## config.mk

```make
export PLATFORM = sky130hd
export DESIGN_NAME = stop_and_wait_packet_receiver_flat
export DESIGN_NICKNAME = d
export VERILOG_FILES = /design/src/hdl/swpr_pkg.sv /design/src/hdl/swpr_if.sv /design/src/hdl/stop_and_wait_packet_receiver.sv /design/src/hdl/swpr_cfg.sv /design/src/hdl/swpr_core.sv /design/src/flat_wrapper.sv
export SDC_FILE = /design/constraint.sdc
export NUM_CORES = 1
export LEC_CHECK = 0
export ABC_AREA = 1
export BUFFER_PORTS_ARGS = -buffer_cell sky130_fd_sc_hd__buf_4
export CAP_MARGIN = 20
export CORE_ASPECT_RATIO = 0.8
export CORE_MARGIN = 4
export CORE_UTILIZATION = 39
export CTS_CLUSTER_DIAMETER = 120
export DETAILED_ROUTE_END_ITERATION = 8
export HOLD_SLACK_MARGIN = 0.02
export SLEW_MARGIN = 20
export SYNTH_ARGS = -nofsm -noshare
export SYNTH_HDL_FRONTEND = slang
export SYNTH_SLANG_ARGS = --single-unit
```

## constraint.sdc

```tcl
create_clock -name clk_i -period 7.9 [get_ports clk_i]
set_input_delay 1.58 -clock clk_i [delete_from_list [all_inputs] [get_ports clk_i]]
set_output_delay 1.58 -clock clk_i [all_outputs]
set_load 0.02 [all_outputs]
```

## src/hdl/swpr_pkg.sv

```systemverilog
// shared types and constants of the stop-and-wait packet receiver
package swpr_pkg;

  localparam int unsigned MAGIC_RUN_LENGTH = 4;
  localparam int unsigned LEN_W            = 21;
  localparam int unsigned SEQ_W            = 32;
  localparam int unsigned SUM_W            = 16;
  localparam int unsigned PADDR_W          = 3;
  localparam int unsigned PDATA_W          = 32;

  localparam logic [7:0]       MAGIC_BYTE   = 8'hAA;
  localparam logic [SUM_W-1:0] SUM_GOOD     = 16'hFFFF;
  localparam logic [SEQ_W-1:0] EXP_SEQ_RST  = 32'd1;
  localparam logic [SEQ_W-1:0] EXP_SEQ_EOT  = 32'hFFFF_FFFF;
  localparam logic [LEN_W-1:0] MAX_LEN_RST  = 21'd20000;

  typedef enum logic {
    OP_BYTE    = 1'b0,
    OP_TIMEOUT = 1'b1
  } swpr_op_e;

  typedef enum logic {
    KIND_PAYLOAD = 1'b0,
    KIND_ACK     = 1'b1
  } swpr_kind_e;

  typedef enum logic [2:0] {
    ST_OK      = 3'd0,
    ST_EOT     = 3'd1,
    ST_BADSUM  = 3'd2,
    ST_BADSEQ  = 3'd3,
    ST_TOOLONG = 3'd4,
    ST_TIMEOUT = 3'd5
  } swpr_status_e;

  typedef enum logic [2:0] {
    PH_HUNT    = 3'd0,
    PH_SEQ     = 3'd1,
    PH_LEN     = 3'd2,
    PH_PAYLOAD = 3'd3,
    PH_CSUM    = 3'd4
  } swpr_phase_e;

  typedef enum logic [PADDR_W-3:0] {
    REG_MAX_LENGTH = 1'b0
  } swpr_reg_e;

  typedef struct packed {
    logic       opcode;
    logic [7:0] rx_byte;
  } swpr_item_t;

  typedef struct packed {
    logic             emit;
    logic             kind;
    logic [7:0]       payload_byte;
    logic [SEQ_W-1:0] ack_value;
    logic [2:0]       status;
  } swpr_result_t;

endpackage

```

## src/hdl/swpr_if.sv

```systemverilog
// word channels: received bytes in, payload bytes and acknowledges out
interface swpr_in_if;
  logic       valid;
  logic       ready;
  logic       opcode;
  logic [7:0] rx_byte;

  modport source (output valid, output opcode, output rx_byte, input ready);
  modport sink   (input valid, input opcode, input rx_byte, output ready);
endinterface

interface swpr_out_if;
  logic        valid;
  logic        ready;
  logic        kind;
  logic [7:0]  payload_byte;
  logic [31:0] ack_value;
  logic [2:0]  status;

  modport source (output valid, output kind, output payload_byte, output ack_value,
                  output status, input ready);
  modport sink   (input valid, input kind, input payload_byte, input ack_value,
                  input status, output ready);
endinterface

```

## src/hdl/stop_and_wait_packet_receiver.sv

```systemverilog
// top level of the stop-and-wait packet receiver
//
// din_i carries one word per received byte (opcode 0) or per receive
// timeout (opcode 1). The block hunts for a run of 0xAA bytes, then parses
// a little-endian sequence number, length, payload and 16-bit checksum.
// dout_o carries one word per payload byte (kind 0) as it arrives, and one
// acknowledge (kind 1) with sequence and status at the end of each packet.
// Items that finish no result give no dout_o word.
// An accepted word waits in the input register until the core consumes it;
// its result, if any, is then registered in the output register for dout_o.
// Throughput is one word per cycle while dout_o is not stalled; the parser
// state machine updates once per consumed word.
// When dout_o stalls, the output register holds its word and the input
// register takes one more word, after which din_i.ready drops.
// The apb port holds max_length at address 0; write it only while idle.
// Reset clears the parser to hunting, the expected sequence to one and
// max_length to 20000.
module stop_and_wait_packet_receiver import swpr_pkg::*; #(
  parameter int unsigned MagicRunLength = MAGIC_RUN_LENGTH
) (
  input  logic               clk_i,
  input  logic               rst_ni,
  input  logic               psel,
  input  logic               penable,
  input  logic               pwrite,
  input  logic [PADDR_W-1:0] paddr,
  input  logic [PDATA_W-1:0] pwdata,
  output logic [PDATA_W-1:0] prdata,
  output logic               pready,
  swpr_in_if.sink            din_i,
  swpr_out_if.source         dout_o
);

  logic             in_vld_q, in_vld_d;
  swpr_item_t       in_item_q;
  logic             out_vld_q, out_vld_d;
  swpr_result_t     out_res_q;
  swpr_result_t     res;
  logic             out_free;
  logic             step;
  logic             in_take;
  logic [LEN_W-1:0] max_length;

  swpr_cfg u_cfg (
    .clk_i        (clk_i),
    .rst_ni       (rst_ni),
    .psel         (psel),
    .penable      (penable),
    .pwrite       (pwrite),
    .paddr        (paddr),
    .pwdata       (pwdata),
    .prdata       (prdata),
    .pready       (pready),
    .max_length_o (max_length)
  );

  swpr_core #(
    .MagicRunLength (MagicRunLength)
  ) u_core (
    .clk_i        (clk_i),
    .rst_ni       (rst_ni),
    .step_i       (step),
    .item_i       (in_item_q),
    .max_length_i (max_length),
    .res_o        (res)
  );

  assign out_free    = !out_vld_q || dout_o.ready;
  assign step        = in_vld_q && out_free;
  assign din_i.ready = !in_vld_q || out_free;
  assign in_take     = din_i.valid && din_i.ready;

  always_comb begin
    in_vld_d = in_vld_q;
    if (in_take) begin
      in_vld_d = 1'b1;
    end else if (step) begin
      in_vld_d = 1'b0;
    end
    out_vld_d = out_vld_q;
    if (step) begin
      out_vld_d = res.emit;
    end else if (dout_o.ready) begin
      out_vld_d = 1'b0;
    end
  end

  always_ff @(posedge clk_i or negedge rst_ni) begin
    if (!rst_ni) begin
      in_vld_q  <= 1'b0;
      out_vld_q <= 1'b0;
    end else begin
      in_vld_q  <= in_vld_d;
      out_vld_q <= out_vld_d;
    end
  end

  always_ff @(posedge clk_i) begin
    if (in_take) begin
      in_item_q.opcode  <= din_i.opcode;
      in_item_q.rx_byte <= din_i.rx_byte;
    end
    if (step) begin
      out_res_q <= res;
    end
  end

  assign dout_o.valid        = out_vld_q;
  assign dout_o.kind         = out_res_q.kind;
  assign dout_o.payload_byte = out_res_q.payload_byte;
  assign dout_o.ack_value    = out_res_q.ack_value;
  assign dout_o.status       = out_res_q.status;

`ifndef SYNTHESIS
  a_in_held: assert property (@(posedge clk_i) disable iff (!rst_ni)
    in_vld_q && !step |=> in_vld_q)
    else $error("input word dropped while stalled");

  a_full_stall: assert property (@(posedge clk_i) disable iff (!rst_ni)
    in_vld_q && out_vld_q && !dout_o.ready |-> !din_i.ready)
    else $error("input taken while both stages are full");

  a_payload_clean: assert property (@(posedge clk_i) disable iff (!rst_ni)
    out_vld_q && out_res_q.kind == KIND_PAYLOAD |->
      out_res_q.ack_value == '0 && out_res_q.status == ST_OK)
    else $error("payload word carries acknowledge fields");

  a_ack_clean: assert property (@(posedge clk_i) disable iff (!rst_ni)
    out_vld_q && out_res_q.kind == KIND_ACK |-> out_res_q.payload_byte == '0)
    else $error("acknowledge carries a payload byte");
`endif

endmodule

```

## src/hdl/swpr_cfg.sv

```systemverilog
// apb register block holding the maximum packet length
module swpr_cfg import swpr_pkg::*; (
  input  logic               clk_i,
  input  logic               rst_ni,
  input  logic               psel,
  input  logic               penable,
  input  logic               pwrite,
  input  logic [PADDR_W-1:0] paddr,
  input  logic [PDATA_W-1:0] pwdata,
  output logic [PDATA_W-1:0] prdata,
  output logic               pready,
  output logic [LEN_W-1:0]   max_length_o
);

  logic [LEN_W-1:0] max_len_q, max_len_d;
  logic             wr_en;
  logic             sel_max;

  assign pready  = 1'b1;
  assign sel_max = (paddr[PADDR_W-1:2] == REG_MAX_LENGTH);
  assign wr_en   = psel && penable && pwrite && pready && sel_max;

  always_comb begin
    max_len_d = max_len_q;
    if (wr_en) begin
      max_len_d = pwdata[LEN_W-1:0];
    end
  end

  always_ff @(posedge clk_i or negedge rst_ni) begin
    if (!rst_ni) begin
      max_len_q <= MAX_LEN_RST;
    end else begin
      max_len_q <= max_len_d;
    end
  end

  assign prdata       = sel_max ? PDATA_W'(max_len_q) : '0;
  assign max_length_o = max_len_q;

endmodule

```

## src/hdl/swpr_core.sv

```systemverilog
// packet parser, checksum and sequence state machine
module swpr_core import swpr_pkg::*; #(
  parameter int unsigned MagicRunLength = MAGIC_RUN_LENGTH
) (
  input  logic               clk_i,
  input  logic               rst_ni,
  input  logic               step_i,
  input  swpr_item_t         item_i,
  input  logic [LEN_W-1:0]   max_length_i,
  output swpr_result_t       res_o
);

  localparam int unsigned RunW = $clog2(MagicRunLength + 1);

  swpr_phase_e       phase_q, phase_d;
  logic [RunW-1:0]   run_q, run_d;
  logic [SEQ_W-1:0]  exp_seq_q, exp_seq_d;
  logic              any_q, any_d;
  logic [LEN_W-1:0]  cnt_q, cnt_d;
  logic [SEQ_W-1:0]  seq_q, seq_d;
  logic [SEQ_W-1:0]  len_q, len_d;
  logic [SUM_W-1:0]  sum_q, sum_d;
  logic [7:0]        held_q, held_d;

  logic [7:0]        b;
  logic [RunW-1:0]   run_inc;
  logic [LEN_W-1:0]  cnt_inc;
  logic [SEQ_W-1:0]  seq_full;
  logic [SEQ_W-1:0]  len_full;
  logic [SUM_W:0]    sum_raw;
  logic [SUM_W-1:0]  sum_oc;
  logic              do_ack;
  logic [SEQ_W-1:0]  ack_val;
  swpr_status_e      ack_st;

  assign b        = item_i.rx_byte;
  assign run_inc  = run_q + 1'b1;
  assign cnt_inc  = cnt_q + 1'b1;
  assign seq_full = {b, seq_q[SEQ_W-1:8]};
  assign len_full = {b, len_q[SEQ_W-1:8]};
  assign sum_raw  = {1'b0, sum_q} + {1'b0, b, held_q};
  assign sum_oc   = sum_raw[SUM_W-1:0] + SUM_W'(sum_raw[SUM_W]);

  always_comb begin
    phase_d   = phase_q;
    run_d     = run_q;
    exp_seq_d = exp_seq_q;
    any_d     = any_q;
    cnt_d     = cnt_q;
    seq_d     = seq_q;
    len_d     = len_q;
    sum_d     = sum_q;
    held_d    = held_q;
    do_ack    = 1'b0;
    ack_val   = exp_seq_q - 1'b1;
    ack_st    = ST_OK;
    res_o     = '0;

    if (item_i.opcode == OP_TIMEOUT) begin
      if (phase_q != PH_HUNT) begin
        do_ack = 1'b1;
        ack_st = ST_TIMEOUT;
      end
    end else begin
      case (phase_q)
        PH_HUNT: begin
          if (b == MAGIC_BYTE) begin
            if (run_inc >= RunW'(MagicRunLength)) begin
              run_d   = '0;
              cnt_d   = '0;
              seq_d   = '0;
              phase_d = PH_SEQ;
            end else begin
              run_d = run_inc;
            end
          end else begin
            run_d = '0;
          end
        end
        PH_SEQ: begin
          seq_d = seq_full;
          cnt_d = cnt_inc;
          if (cnt_q[1:0] == 2'd3) begin
            cnt_d   = '0;
            len_d   = '0;
            phase_d = PH_LEN;
          end
        end
        PH_LEN: begin
          len_d = len_full;
          cnt_d = cnt_inc;
          if (cnt_q[1:0] == 2'd3) begin
            cnt_d  = '0;
            sum_d  = '0;
            held_d = '0;
            if (!any_q && seq_q == exp_seq_q && len_full == '0) begin
              do_ack    = 1'b1;
              ack_val   = seq_q;
              ack_st    = ST_EOT;
              any_d     = 1'b1;
              exp_seq_d = EXP_SEQ_EOT;
            end else if (len_full >= SEQ_W'(max_length_i)) begin
              do_ack = 1'b1;
              ack_st = ST_TOOLONG;
            end else if (len_full == '0) begin
              phase_d = PH_CSUM;
            end else begin
              phase_d = PH_PAYLOAD;
            end
          end
        end
        PH_PAYLOAD: begin
          if (!cnt_q[0]) begin
            held_d = b;
          end else begin
            sum_d = sum_oc;
          end
          cnt_d = cnt_inc;
          if (cnt_inc >= len_q[LEN_W-1:0]) begin
            cnt_d   = '0;
            phase_d = PH_CSUM;
          end
          res_o.emit         = 1'b1;
          res_o.kind         = KIND_PAYLOAD;
          res_o.payload_byte = b;
        end
        PH_CSUM: begin
          if (cnt_q == '0) begin
            held_d = b;
            cnt_d  = LEN_W'(1);
          end else if (sum_oc != SUM_GOOD) begin
            do_ack = 1'b1;
            ack_st = ST_BADSUM;
          end else if (!any_q && seq_q != exp_seq_q) begin
            do_ack = 1'b1;
            ack_st = ST_BADSEQ;
          end else begin
            do_ack    = 1'b1;
            ack_val   = seq_q;
            ack_st    = ST_OK;
            any_d     = 1'b0;
            exp_seq_d = seq_q + 1'b1;
          end
        end
        default: begin
          phase_d = PH_HUNT;
          run_d   = '0;
          cnt_d   = '0;
        end
      endcase
    end

    if (do_ack) begin
      phase_d         = PH_HUNT;
      run_d           = '0;
      cnt_d           = '0;
      res_o.emit      = 1'b1;
      res_o.kind      = KIND_ACK;
      res_o.ack_value = ack_val;
      res_o.status    = ack_st;
    end
  end

  always_ff @(posedge clk_i or negedge rst_ni) begin
    if (!rst_ni) begin
      phase_q   <= PH_HUNT;
      run_q     <= '0;
      exp_seq_q <= EXP_SEQ_RST;
      any_q     <= 1'b0;
      cnt_q     <= '0;
      seq_q     <= '0;
      len_q     <= '0;
      sum_q     <= '0;
      held_q    <= '0;
    end else if (step_i) begin
      phase_q   <= phase_d;
      run_q     <= run_d;
      exp_seq_q <= exp_seq_d;
      any_q     <= any_d;
      cnt_q     <= cnt_d;
      seq_q     <= seq_d;
      len_q     <= len_d;
      sum_q     <= sum_d;
      held_q    <= held_d;
    end
  end

endmodule

```

## src/flat_wrapper.sv

```systemverilog
// flat-port wrapper written by rule: the top's interface ports become plain ports
module stop_and_wait_packet_receiver_flat import swpr_pkg::*;
#(
  parameter int unsigned MagicRunLength = MAGIC_RUN_LENGTH
)
  (clk_i, rst_ni, psel, penable, pwrite, paddr, pwdata, prdata, pready, din_i_valid, din_i_opcode, din_i_rx_byte, din_i_ready, dout_o_valid, dout_o_kind, dout_o_payload_byte, dout_o_ack_value, dout_o_status, dout_o_ready);
  swpr_in_if din_i_i ();
  swpr_out_if dout_o_i ();
  input  logic clk_i;
  input  logic rst_ni;
  input  logic psel;
  input  logic penable;
  input  logic pwrite;
  input  logic [PADDR_W-1:0] paddr;
  input  logic [PDATA_W-1:0] pwdata;
  output logic [PDATA_W-1:0] prdata;
  output logic pready;
  input wire logic [$bits(din_i_i.valid)-1:0] din_i_valid;
  input wire logic [$bits(din_i_i.opcode)-1:0] din_i_opcode;
  input wire logic [$bits(din_i_i.rx_byte)-1:0] din_i_rx_byte;
  output wire logic [$bits(din_i_i.ready)-1:0] din_i_ready;
  output wire logic [$bits(dout_o_i.valid)-1:0] dout_o_valid;
  output wire logic [$bits(dout_o_i.kind)-1:0] dout_o_kind;
  output wire logic [$bits(dout_o_i.payload_byte)-1:0] dout_o_payload_byte;
  output wire logic [$bits(dout_o_i.ack_value)-1:0] dout_o_ack_value;
  output wire logic [$bits(dout_o_i.status)-1:0] dout_o_status;
  input wire logic [$bits(dout_o_i.ready)-1:0] dout_o_ready;
  assign din_i_i.valid = din_i_valid;
  assign din_i_i.opcode = din_i_opcode;
  assign din_i_i.rx_byte = din_i_rx_byte;
  assign din_i_ready = din_i_i.ready;
  assign dout_o_valid = dout_o_i.valid;
  assign dout_o_kind = dout_o_i.kind;
  assign dout_o_payload_byte = dout_o_i.payload_byte;
  assign dout_o_ack_value = dout_o_i.ack_value;
  assign dout_o_status = dout_o_i.status;
  assign dout_o_i.ready = dout_o_ready;
  stop_and_wait_packet_receiver #(.MagicRunLength(MagicRunLength)) u_core (.clk_i(clk_i), .rst_ni(rst_ni), .psel(psel), .penable(penable), .pwrite(pwrite), .paddr(paddr), .pwdata(pwdata), .prdata(prdata), .pready(pready), .din_i(din_i_i), .dout_o(dout_o_i));
endmodule
```

==> flow_summary.json, run 1 <==
{
  "clkTransAtPathRegs_ps": 60,
  "max-slew-margin-rel_pct": 31.9,
  "synthCells": 2147,
  "post_cts_resized": 0,
  "r2r_cells": 32,
  "setup_slack_ps": 2010,
  "antenna_cells": 0,
  "fillers": 3977,
  "routabilityCongestion": 0.912,
  "rrSetupSlack_ps": 2010,
  "synth_warnings": 0,
  "start_util_pct": 39.6,
  "cts_tree": "built",
  "grt_first_pass_wirelength_mm": 74.9,
  "dieWidth_um": 232,
  "leakage_nw": 8.84,
  "finalHoldViolCount": 0,
  "clock-sinks": 224,
  "synth_area_leader_cell": "dfrtp_1",
  "clockBufferDepth": 3,
  "rsz0062_at_grt": "no",
  "slowest_stage": "nand3_4",
  "avgSynthCellArea_um2": 7.30,
  "pre_cts_slack_ps": 2170,
  "antenna_found_initial": 0,
  "ys_seq_elements": 224,
  "first_pass_iters": 6,
  "io_pins": 130,
  "htreeDepth": 1,
  "synth_area_leaders": "dfrtp_1 26%, nand2_1 11%, edfxtp_1 10%",
  "drt_iter0_drc": 1221,
  "nNetsFinal": 2328,
  "synth_edf_count": 53,
  "die_y_um": 187,
  "synth.most_common_cell": "nand2_1",
  "maxCapViolCount": 0,
  "vias": 14700,
  "dpl.hpwl_mm": 32.8,
  "synth-seq-area-share_pct": 37.5,
  "coreArea_mm2": 0.0396,
  "synth_common_cells": "453 x nand2_1, 309 x inv_1, 198 x nor2_1",
  "dieArea_mm2": 0.0435,
  "cts-buffers-inserted": 28,
  "slew_violations": 0,
  "ctsHoldBuffers": 0,
  "worstMarginPinSlew_ps": 1020,
  "path_max_fanout": 35,
  "p_comb_share_pct": 9.3,
  "hold_depth": 2,
  "syn-cell-area_mm2": 0.0157,
  "async_flop_share_pct": 76.3,
  "switching_share_pct": 24.7,
  "timing.rr.end": "u_core.dout_o.ack_value[31]$_SDFFCE_PN0P_",
  "min_from": "u_core.u_core.any_q$_DFFE_PN0P_",
  "power_frac_seq_pct": 43.4,
  "synthToLayoutAreaGrowth_pct": 13.6,
  "utilization_pct": 45.0,
  "finalSetupViolations": 0,
  "drive_gt1_share_pct": 11.6,
  "cp.required_ps": 8170,
  "hold_class": "reg2reg",
  "cp-start-kind": "flip-flop",
  "grt_max_degree": 70,
  "power.share.clock_pct": 47.2,
  "period_needed_ps": 5890,
  "final_antenna_net_count": 0,
  "crit_top_cell": "nand2_1",
  "tns_ps": 0,
  "fmax_ghz": 0.170,
  "period_share_pct": 74.6,
  "fin_skew_ps": 15.8,
  "dp.cells": 2716,
  "crit_arrival_ps": 6160,
  "stdcell_count": 2768,
  "gr-total-overflow": 0,
  "yosysTopAreaCellShare_pct": 26.3,
  "gr-usage-all-layers_pct": 20.8,
  "cts_root_buf": "clkbuf_16",
  "vias_per_cell": 5.33,
  "synth_cell_types": 52,
  "grt_pass1_vias": 14000,
  "power_density_mw_per_mm2": 159,
  "synth_ff_type": "dfrtp_1",
  "post-cts-setup-buffers": 0,
  "hold_end": "u_core.u_core.any_q$_DFFE_PN0P_",
  "drc_errors": 0,
  "portBuffers": 104,
  "rows": 65,
  "wl_per_cell_um": 16.8,
  "crit_path_end_kind": "flip-flop",
  "r2r-start": "u_core.u_core.held_q[0]$_DFFE_PN0P_",
  "ir_worst_vdd_uv": 148,
  "p_sw_w": 0.000700,
  "clock_latency_ps": 550,
  "max_stage_delay_ps": 590,
  "path_class": "reg2reg",
  "status": "complete, no violations",
  "p_int_w": 0.00214,
  "routed_wl_mm": 46.5
}
==> per-layer routing <==
metal | global-route usage [%] | up-vias | share of wire (%)
met4 | 4.21 | 0 | 1.7
met1 | 31.9 | 7046 | 49
li1 | - | 7181 | -
met2 | 31.4 | 460 | 43
met3 | 2.69 | 58 | 6.1
met5 | 0 | - | 0
==> power groups by stage <==
| stage | Combinational [W] | Clock [W] | Sequential [W] |
|---|---|---|---|
| 6_report | 0.000265 | 0.00134 | 0.00123 |
| 5_1_grt | 0.000299 | 0.00141 | 0.00124 |
| 4_1_cts | 0.000267 | 0.00136 | 0.00123 |
| 3_5_place_dp | 0.000267 | 0 | 0.00125 |
| 3_3_place_gp | 0.000262 | 0 | 0.00125 |
| 2_1_floorplan | 0.000150 | 0 | 0.00126 |
==> per-stage QoR <==
stage / cell area (um^2) / power (W) / hold slack [ps]
floorplan: 15700 / 0.00141 / 455
global route: 17800 / 0.00294 / 526
CTS: 17800 / 0.00286 / 483
finish: 17800 / 0.00284 / 485
detailed placement: 16800 / 0.00152 / 469
global placement: 16800 / 0.00152 / 465
==> placed cells by master (no fill, tap or decap), drive strengths merged <==
master,instances
a211oi,1
a21boi,2
a21oi,131
a22oi,32
a2bb2oi,1
and2,1
buf,117
bufinv,3
clkbuf,41
clkinv,12
conb,12
dfrtp,165
dfstp,6
edfxtp,53
fa,1
ha,66
inv,315
nand2,461
nand3,180
nand3b,9
nand4,72
nor2,225
nor3,37
nor3b,1
nor4,15
nor4b,1
o2111ai,1
o211ai,2
o21a,2
o21ai,133
o21bai,2
o221ai,1
o22ai,43
o31ai,1
or2,5
or3,1
xnor2,1
xor2,80
==> worst max path at each step <==
stage | from | to | slack [ps]
3_3_place_gp | u_core.u_core.held_q[0]$_DFFE_PN0P_ | u_core.dout_o.ack_value[31]$_SDFFCE_PN0P_ | 2270
6_report | u_core.u_core.held_q[0]$_DFFE_PN0P_ | u_core.dout_o.ack_value[31]$_SDFFCE_PN0P_ | 2010
2_1_floorplan | u_core.u_core.sum_q[0]$_DFFE_PN0P_ | u_core.dout_o.ack_value[29]$_SDFFCE_PN0P_ | 4040
3_5_place_dp | u_core.u_core.held_q[0]$_DFFE_PN0P_ | u_core.dout_o.ack_value[31]$_SDFFCE_PN0P_ | 2170
4_1_cts | u_core.u_core.held_q[0]$_DFFE_PN0P_ | u_core.dout_o.ack_value[31]$_SDFFCE_PN0P_ | 2140
5_1_grt | u_core.u_core.held_q[0]$_DFFE_PN0P_ | u_core.dout_o.ack_value[31]$_SDFFCE_PN0P_ | 1550
==> worst max-delay path, delay by kind of cell (launching register included) <==
family / cells / cell delay, ps
buffers and inverters: 3 / 250
AOI/OAI and AO/OA: 3 / 690
adders and majority gates: 4 / 1010
DFF: 1 / 380
and+or+nand+nor: 22 / 3250
==> layout make-up <==
class                      instances  area, um^2  area share, %
timing repair buffer             117         882           4.95
tap                              536         671           3.77
sequential                       224        5880           33.0
clock buffer                      41         841           4.72
inverter                         319        1200           6.74
multi-input combinational       1520        8210           46.1
clock inverter                    11         126          0.710
==> state kept, by name, indices dropped and copies added, names as in the netlist, 8 cells and up <==
signal,flops
u_core.dout_o.ack_value,32
u_core.u_core.held_q,8
u_core.in_item_q,9
u_core.dout_o.payload_byte,8
u_core.u_core.sum_q,16
u_core.u_core.seq_q,32
u_core.u_core.exp_seq_q,32
u_core.u_cfg.max_length_o,21
u_core.u_core.len_q,32
u_core.u_core.cnt_q,21
==> logic make-up after synthesis <==
kind of cell	Yosys count	synth area share, %
AND/OR/NAND/NOR	1008	28.8
buffers and inverters	413	10.7
XOR/XNOR	81	4.52
AO/OA/AOI/OAI	352	13.0
adder cells (fa/ha/maj)	67	5.39
other	2	0.0479
flip-flops	224	37.5
(Power assumes the default switching activity.)
==> inputs of run 2 (changes only) <==
==> constraint.sdc (replaced) <==
create_clock -name clk_i -period 4.8 [get_ports clk_i]
set_input_delay 0.96 -clock clk_i [delete_from_list [all_inputs] [get_ports clk_i]]
set_output_delay 0.96 -clock clk_i [all_outputs]
set_load 0.02 [all_outputs]
==> flow_summary.json, run 2 (same netlist as run 1, synthesis figures left out) <==
{
  "ff_latch_area_mm2": 0.00588,
  "multi_input_area_mm2": 0.00836,
  "max_stage_delay_ps": 400,
  "final_antenna_net_count": 0,
  "slew_violations": 0,
  "dieArea_mm2": 0.0435,
  "path_buf_inv": 5,
  "fillers": 3970,
  "finalHoldViolCount": 0,
  "cts_tree": "built",
  "cts-buffers-inserted": 27,
  "whs_ps": 426,
  "clock_latency_ps": 550,
  "fmax_ghz": 0.219,
  "clock-sinks": 224,
  "leakage_nw": 9.10,
  "drt_iter0_drc": 1189,
  "portBuffers": 104,
  "dpl.hpwl_mm": 34.7,
  "fin_skew_ps": 20.4,
  "timing.rr.end": "u_core.dout_o.ack_value[31]$_SDFFCE_PN0P_",
  "dieWidth_um": 232,
  "gr-total-overflow": 0,
  "first_pass_iters": 6,
  "mostFrequentLayoutCells": "445 x nand2_1, 306 x inv_1, 191 x nor2_1",
  "stdcell_count": 2820,
  "ctsHoldBuffers": 0,
  "cp.required_ps": 5180,
  "crit_top_cell": "nand2_1",
  "clockBufferDepth": 3,
  "crit_arrival_ps": 4940,
  "finalSetupViolations": 0,
  "vias_per_cell": 5.30,
  "io_pins": 130,
  "power.share.clock_pct": 43.8,
  "cts_root_buf": "clkbuf_16",
  "slowest_stage": "dfrtp_1",
  "p_int_w": 0.00329,
  "path_max_fanout": 6,
  "switching_share_pct": 26.0,
  "max-slew-margin-rel_pct": 34.6,
  "coreArea_mm2": 0.0396,
  "htreeDepth": 1,
  "r2r-start": "u_core.u_core.sum_q[0]$_DFFE_PN0P_",
  "ir_worst_vdd_uv": 239,
  "synthToLayoutAreaGrowth_pct": 17.2,
  "p_comb_share_pct": 10.5,
  "die_y_um": 187,
  "r2r_cells": 32,
  "drive_gt1_share_pct": 15.1,
  "rows": 65,
  "period_needed_ps": 4560,
  "nNetsFinal": 2384,
  "p_total_w": 0.00444,
  "p_sw_w": 0.00115,
  "critPathTopFamily": "simple AND/OR/NAND/NOR gates",
  "drc_errors": 0,
  "dp.cells": 2763,
  "antenna_cells": 0,
  "final_common_cell": "nand2_1",
  "grt_first_pass_wirelength_mm": 76.7,
  "path_class": "reg2reg",
  "cp-start-kind": "flip-flop",
  "routabilityCongestion": 0.887,
  "stdcell_area_mm2": 0.0184,
  "wl_per_cell_um": 16.9,
  "worstMarginPinSlew_ps": 979,
  "maxCapViolCount": 0,
  "hold_class": "in2async",
  "gr-usage-all-layers_pct": 21.4,
  "rrSetupSlack_ps": 240,
  "period_share_pct": 95.0,
  "power_frac_seq_pct": 45.6,
  "power_density_mw_per_mm2": 242,
  "vias": 14900,
  "start_util_pct": 39.6,
  "antenna_found_initial": 0,
  "clkTransAtPathRegs_ps": 60,
  "placed_area_mm2": 0.0173,
  "status": "complete, no violations",
  "grt_pass1_vias": 14300,
  "crit_path_end_kind": "flip-flop",
  "routed_wl_mm": 47.8,
  "grt_max_degree": 76
}
==> run 2: cell count changes in the layout (fill, tap and decap cells not counted), moves of 4 or more <==
cell / previous run / this run
buf_12: 0 / 9
nand2_1: 451 / 445
a21oi_2: 26 / 32
nor2_1: 195 / 191
clkbuf_1: 5 / 9
a21oi_1: 105 / 99
clkbuf_8: 7 / 2
nand3_1: 170 / 166
nand2_2: 8 / 14
buf_4: 116 / 162
ha_1: 66 / 61
clkinv_1: 8 / 4
==> run 2: how the worst max path moves through the flow <==
stage / cells after the start / end / startpoint / slack, ps
6_report: 32 / u_core.dout_o.ack_value[31]$_SDFFCE_PN0P_ / u_core.u_core.sum_q[0]$_DFFE_PN0P_ / 240
3_3_place_gp: 33 / u_core.dout_o.ack_value[31]$_SDFFCE_PN0P_ / u_core.u_core.sum_q[0]$_DFFE_PN0P_ / 80
3_5_place_dp: 33 / u_core.dout_o.ack_value[31]$_SDFFCE_PN0P_ / u_core.u_core.sum_q[0]$_DFFE_PN0P_ / -10
4_1_cts: 33 / u_core.dout_o.ack_value[30]$_SDFFCE_PN0P_ / u_core.u_core.sum_q[0]$_DFFE_PN0P_ / 60
5_1_grt: 32 / u_core.dout_o.ack_value[31]$_SDFFCE_PN0P_ / u_core.u_core.sum_q[0]$_DFFE_PN0P_ / -20
2_1_floorplan: 32 / u_core.dout_o.ack_value[29]$_SDFFCE_PN0P_ / u_core.u_core.sum_q[0]$_DFFE_PN0P_ / 940
==> run 2: power groups by stage <==
stage	Combinational, W	Sequential (W)	Clock (W)
2_1_floorplan	0.000247	0.00208	0
3_3_place_gp	0.000451	0.00206	0
3_5_place_dp	0.000463	0.00206	0
4_1_cts	0.000464	0.00203	0.00200
5_1_grt	0.000521	0.00203	0.00207
6_report	0.000469	0.00203	0.00195
==> run 2: layer usage <==
layer | wire length [um] | up-vias | share of wire (%) | global-route usage (%)
met5 | 0 | - | 0 | 0
met4 | 893 | 0 | 1.9 | 4.23
met3 | 3190 | 55 | 6.7 | 2.88
met2 | 20400 | 443 | 43 | 32.0
met1 | 23300 | 7142 | 49 | 32.9
li1 | - | 7292 | - | -
==> run 2: repair_timing <==
action,in CTS,in global routing
hold endpoints to repair,0,0
gates cloned,0,2
endpoints found under the setup margin,3,69
resized for setup,2,40
pin swaps,0,21
setup buffers,0,8
==> run 2: area by class of cell <==
cell class              instances  share of cell area, %
flip-flops and latches        224                   32.0
inverters                     319                   6.52
clock buffers                  38                   4.01
repair buffers                174                   7.93
multi-input cells            1520                   45.5
clock inverters                 9                  0.395
well taps                     536                   3.65
==> run 2: worst reg2reg max path: cells and delay by family (launching register included) <==
kind,cells,cell delay [ps]
AND/OR/NAND/NOR,20,2060
flip-flops,1,400
buffers and inverters,5,500
adder cells (fa/ha/maj),4,920
AO/OA/AOI/OAI,3,510
==> run 2: through the flow <==
step	setup TNS (ps)	setup slack [ps]	utilization, %
floorplan	0	937	-
global placement	0	84.1	43.6
detailed placement	-9.53	-9.53	43.6
CTS	0	57.1	45.7
global route	-32.6	-23.4	46.4
finish	0	241	46.4
==> inputs of run 3 (changes only) <==
--- a/config.mk
+++ b/config.mk
@@ -6,6 +6,7 @@
 export NUM_CORES = 1
 export LEC_CHECK = 0
 export ABC_AREA = 1
+export ABC_CLOCK_PERIOD_IN_PS = 4800
 export BUFFER_PORTS_ARGS = -buffer_cell sky130_fd_sc_hd__buf_4
 export CAP_MARGIN = 20
 export CORE_ASPECT_RATIO = 0.8
@@ -14,6 +15,7 @@
 export CTS_CLUSTER_DIAMETER = 120
 export DETAILED_ROUTE_END_ITERATION = 8
 export HOLD_SLACK_MARGIN = 0.02
+export REMOVE_ABC_BUFFERS = 1
 export SLEW_MARGIN = 20
 export SYNTH_ARGS = -nofsm -noshare
 export SYNTH_HDL_FRONTEND = slang
==> flow_summary.json, run 3 (same netlist as run 1, synthesis figures left out) <==
{
  "status": "complete, no violations",
  "power_density_mw_per_mm2": 241,
  "grt_first_pass_wirelength_mm": 78.2,
  "ir_worst_vdd_uv": 216,
  "first_pass_iters": 6,
  "io_pins": 130,
  "path_class": "reg2reg",
  "period_needed_ps": 4490,
  "drive_gt1_share_pct": 14.9,
  "antenna_cells": 0,
  "gr-usage-all-layers_pct": 22.0,
  "die_y_um": 187,
  "slowest_stage": "fa_2",
  "clkTransAtPathRegs_ps": 60,
  "p_total_w": 0.00440,
  "portBuffers": 104,
  "nNetsFinal": 2383,
  "synthToLayoutAreaGrowth_pct": 16.6,
  "crit_top_cell": "nand2_1",
  "p_comb_share_pct": 10.6,
  "final_common_cell": "nand2_1",
  "path_max_fanout": 7,
  "ctsHoldBuffers": 0,
  "dieArea_mm2": 0.0435,
  "period_share_pct": 93.5,
  "start_util_pct": 39.6,
  "finalSetupViolations": 0,
  "r2r_cells": 33,
  "wl_per_cell_um": 17.5,
  "htreeDepth": 1,
  "multi_input_area_mm2": 0.00833,
  "tns_ps": 0,
  "cp.required_ps": 5160,
  "coreArea_mm2": 0.0396,
  "clock_latency_ps": 550,
  "mostFrequentLayoutCells": "444 x nand2_1, 307 x inv_1, 191 x nor2_1",
  "drc_errors": 0,
  "clock-sinks": 224,
  "vias_per_cell": 5.36,
  "max_stage_delay_ps": 370,
  "cts_root_buf": "clkbuf_16",
  "rsz0062_at_grt": "no",
  "final_antenna_net_count": 0,
  "worstMarginPinSlew_ps": 1050,
  "routed_wl_mm": 49.3,
  "slew_violations": 0,
  "max-slew-margin-rel_pct": 30.2,
  "cts_tree": "built",
  "stdcell_area_mm2": 0.0183,
  "dpl.hpwl_mm": 35.6,
  "p_sw_w": 0.00114,
  "fin_skew_ps": 13.0,
  "vias": 15100,
  "finalHoldViolCount": 0,
  "leakage_nw": 9.09,
  "rrSetupSlack_ps": 310,
  "p_int_w": 0.00326,
  "gr-total-overflow": 0,
  "power_frac_seq_pct": 46.1,
  "clockBufferDepth": 3,
  "dieWidth_um": 232,
  "power.share.clock_pct": 43.3,
  "cp-start-kind": "flip-flop",
  "placed_area_mm2": 0.0172,
  "crit_arrival_ps": 4850,
  "cts-buffers-inserted": 25,
  "ff_latch_area_mm2": 0.00588,
  "maxCapViolCount": 0,
  "crit_path_end_kind": "flip-flop",
  "antenna_found_initial": 0,
  "drt_iter0_drc": 1348,
  "grt_pass1_vias": 14200,
  "switching_share_pct": 25.8,
  "hold_class": "in2async",
  "grt_max_degree": 91,
  "fmax_ghz": 0.223,
  "rows": 65,
  "fillers": 3941,
  "whs_ps": 484,
  "routabilityCongestion": 0.926
}
-- run 3: cell count changes in the layout (fill, tap and decap cells not counted), sizes merged --
cell      previous run  this run
buf                172       174
clkbuf              40        38
clkinvlp             2         0
inv                316       318
-- run 3: metal layers --
metal	track usage, %	up-vias	share of wire, %	routed length, um
li1	-	7286	-	-
met1	34.2	7174	49	24000
met2	31.6	572	42	20500
met3	3.75	73	7.4	3660
met4	5.10	0	2.2	1100
met5	0	-	0	0
-- run 3: final cells by class --
type	instances	share of cell area, %
Multi-Input combinational cell	1520	45.5
Tap cell	536	3.67
Inverter	319	6.55
Timing Repair Buffer	175	7.75
Sequential cell	224	32.2
Clock inverter	9	0.397
Clock buffer	37	3.94
-- run 3: final timing paths --
kind / startpoint / to
max in group asynchronous: rst_ni / u_core.u_core.seq_q[20]$_DFFE_PN0P_
setup / recovery: u_core.u_core.held_q[0]$_DFFE_PN0P_ / u_core.dout_o.ack_value[16]$_SDFFCE_PN0P_
hold / removal: rst_ni / u_core.u_cfg.max_length_o[13]$_DFFE_PN0P_
setup reg to reg: u_core.u_core.held_q[0]$_DFFE_PN0P_ / u_core.dout_o.ack_value[16]$_SDFFCE_PN0P_
min in group clk_i: u_core.u_core.any_q$_DFFE_PN0P_ / u_core.u_core.any_q$_DFFE_PN0P_
hold reg to reg: u_core.u_core.any_q$_DFFE_PN0P_ / u_core.u_core.any_q$_DFFE_PN0P_
-- run 3: stage by stage --
step	instances	util [%]	setup slack, ps
2_1_floorplan	2063	-	395
3_3_place_gp	2765	43.5	161
3_5_place_dp	2765	43.5	103
4_1_cts	2811	45.5	53.3
5_1_grt	2820	46.2	4.09
6_report	2820	46.2	312
-- run 3: what timing repair did --
action | CTS | global route
endpoints found under the setup margin | 0 | 74
buffers inserted | 0 | 8
resized for setup | 0 | 39
-- run 3: critical path, delay by kind of cell (launching register included) --
| family | cells | cell delay [ps] |
|---|---|---|
| flops | 1 | 350 |
| buf+inv | 6 | 690 |
| fa+ha+maj | 4 | 820 |
| simple gates | 20 | 1960 |
| compound gates | 3 | 450 |
-- run 3: power groups by stage --
stage / clock (W) / sequential [W] / combinational [W]
finish: 0.00190 / 0.00203 / 0.000467
global route: 0.00201 / 0.00203 / 0.000524
CTS: 0.00194 / 0.00203 / 0.000464
detailed placement: 0 / 0.00206 / 0.000461
global placement: 0 / 0.00206 / 0.000451
floorplan: 0 / 0.00208 / 0.000234
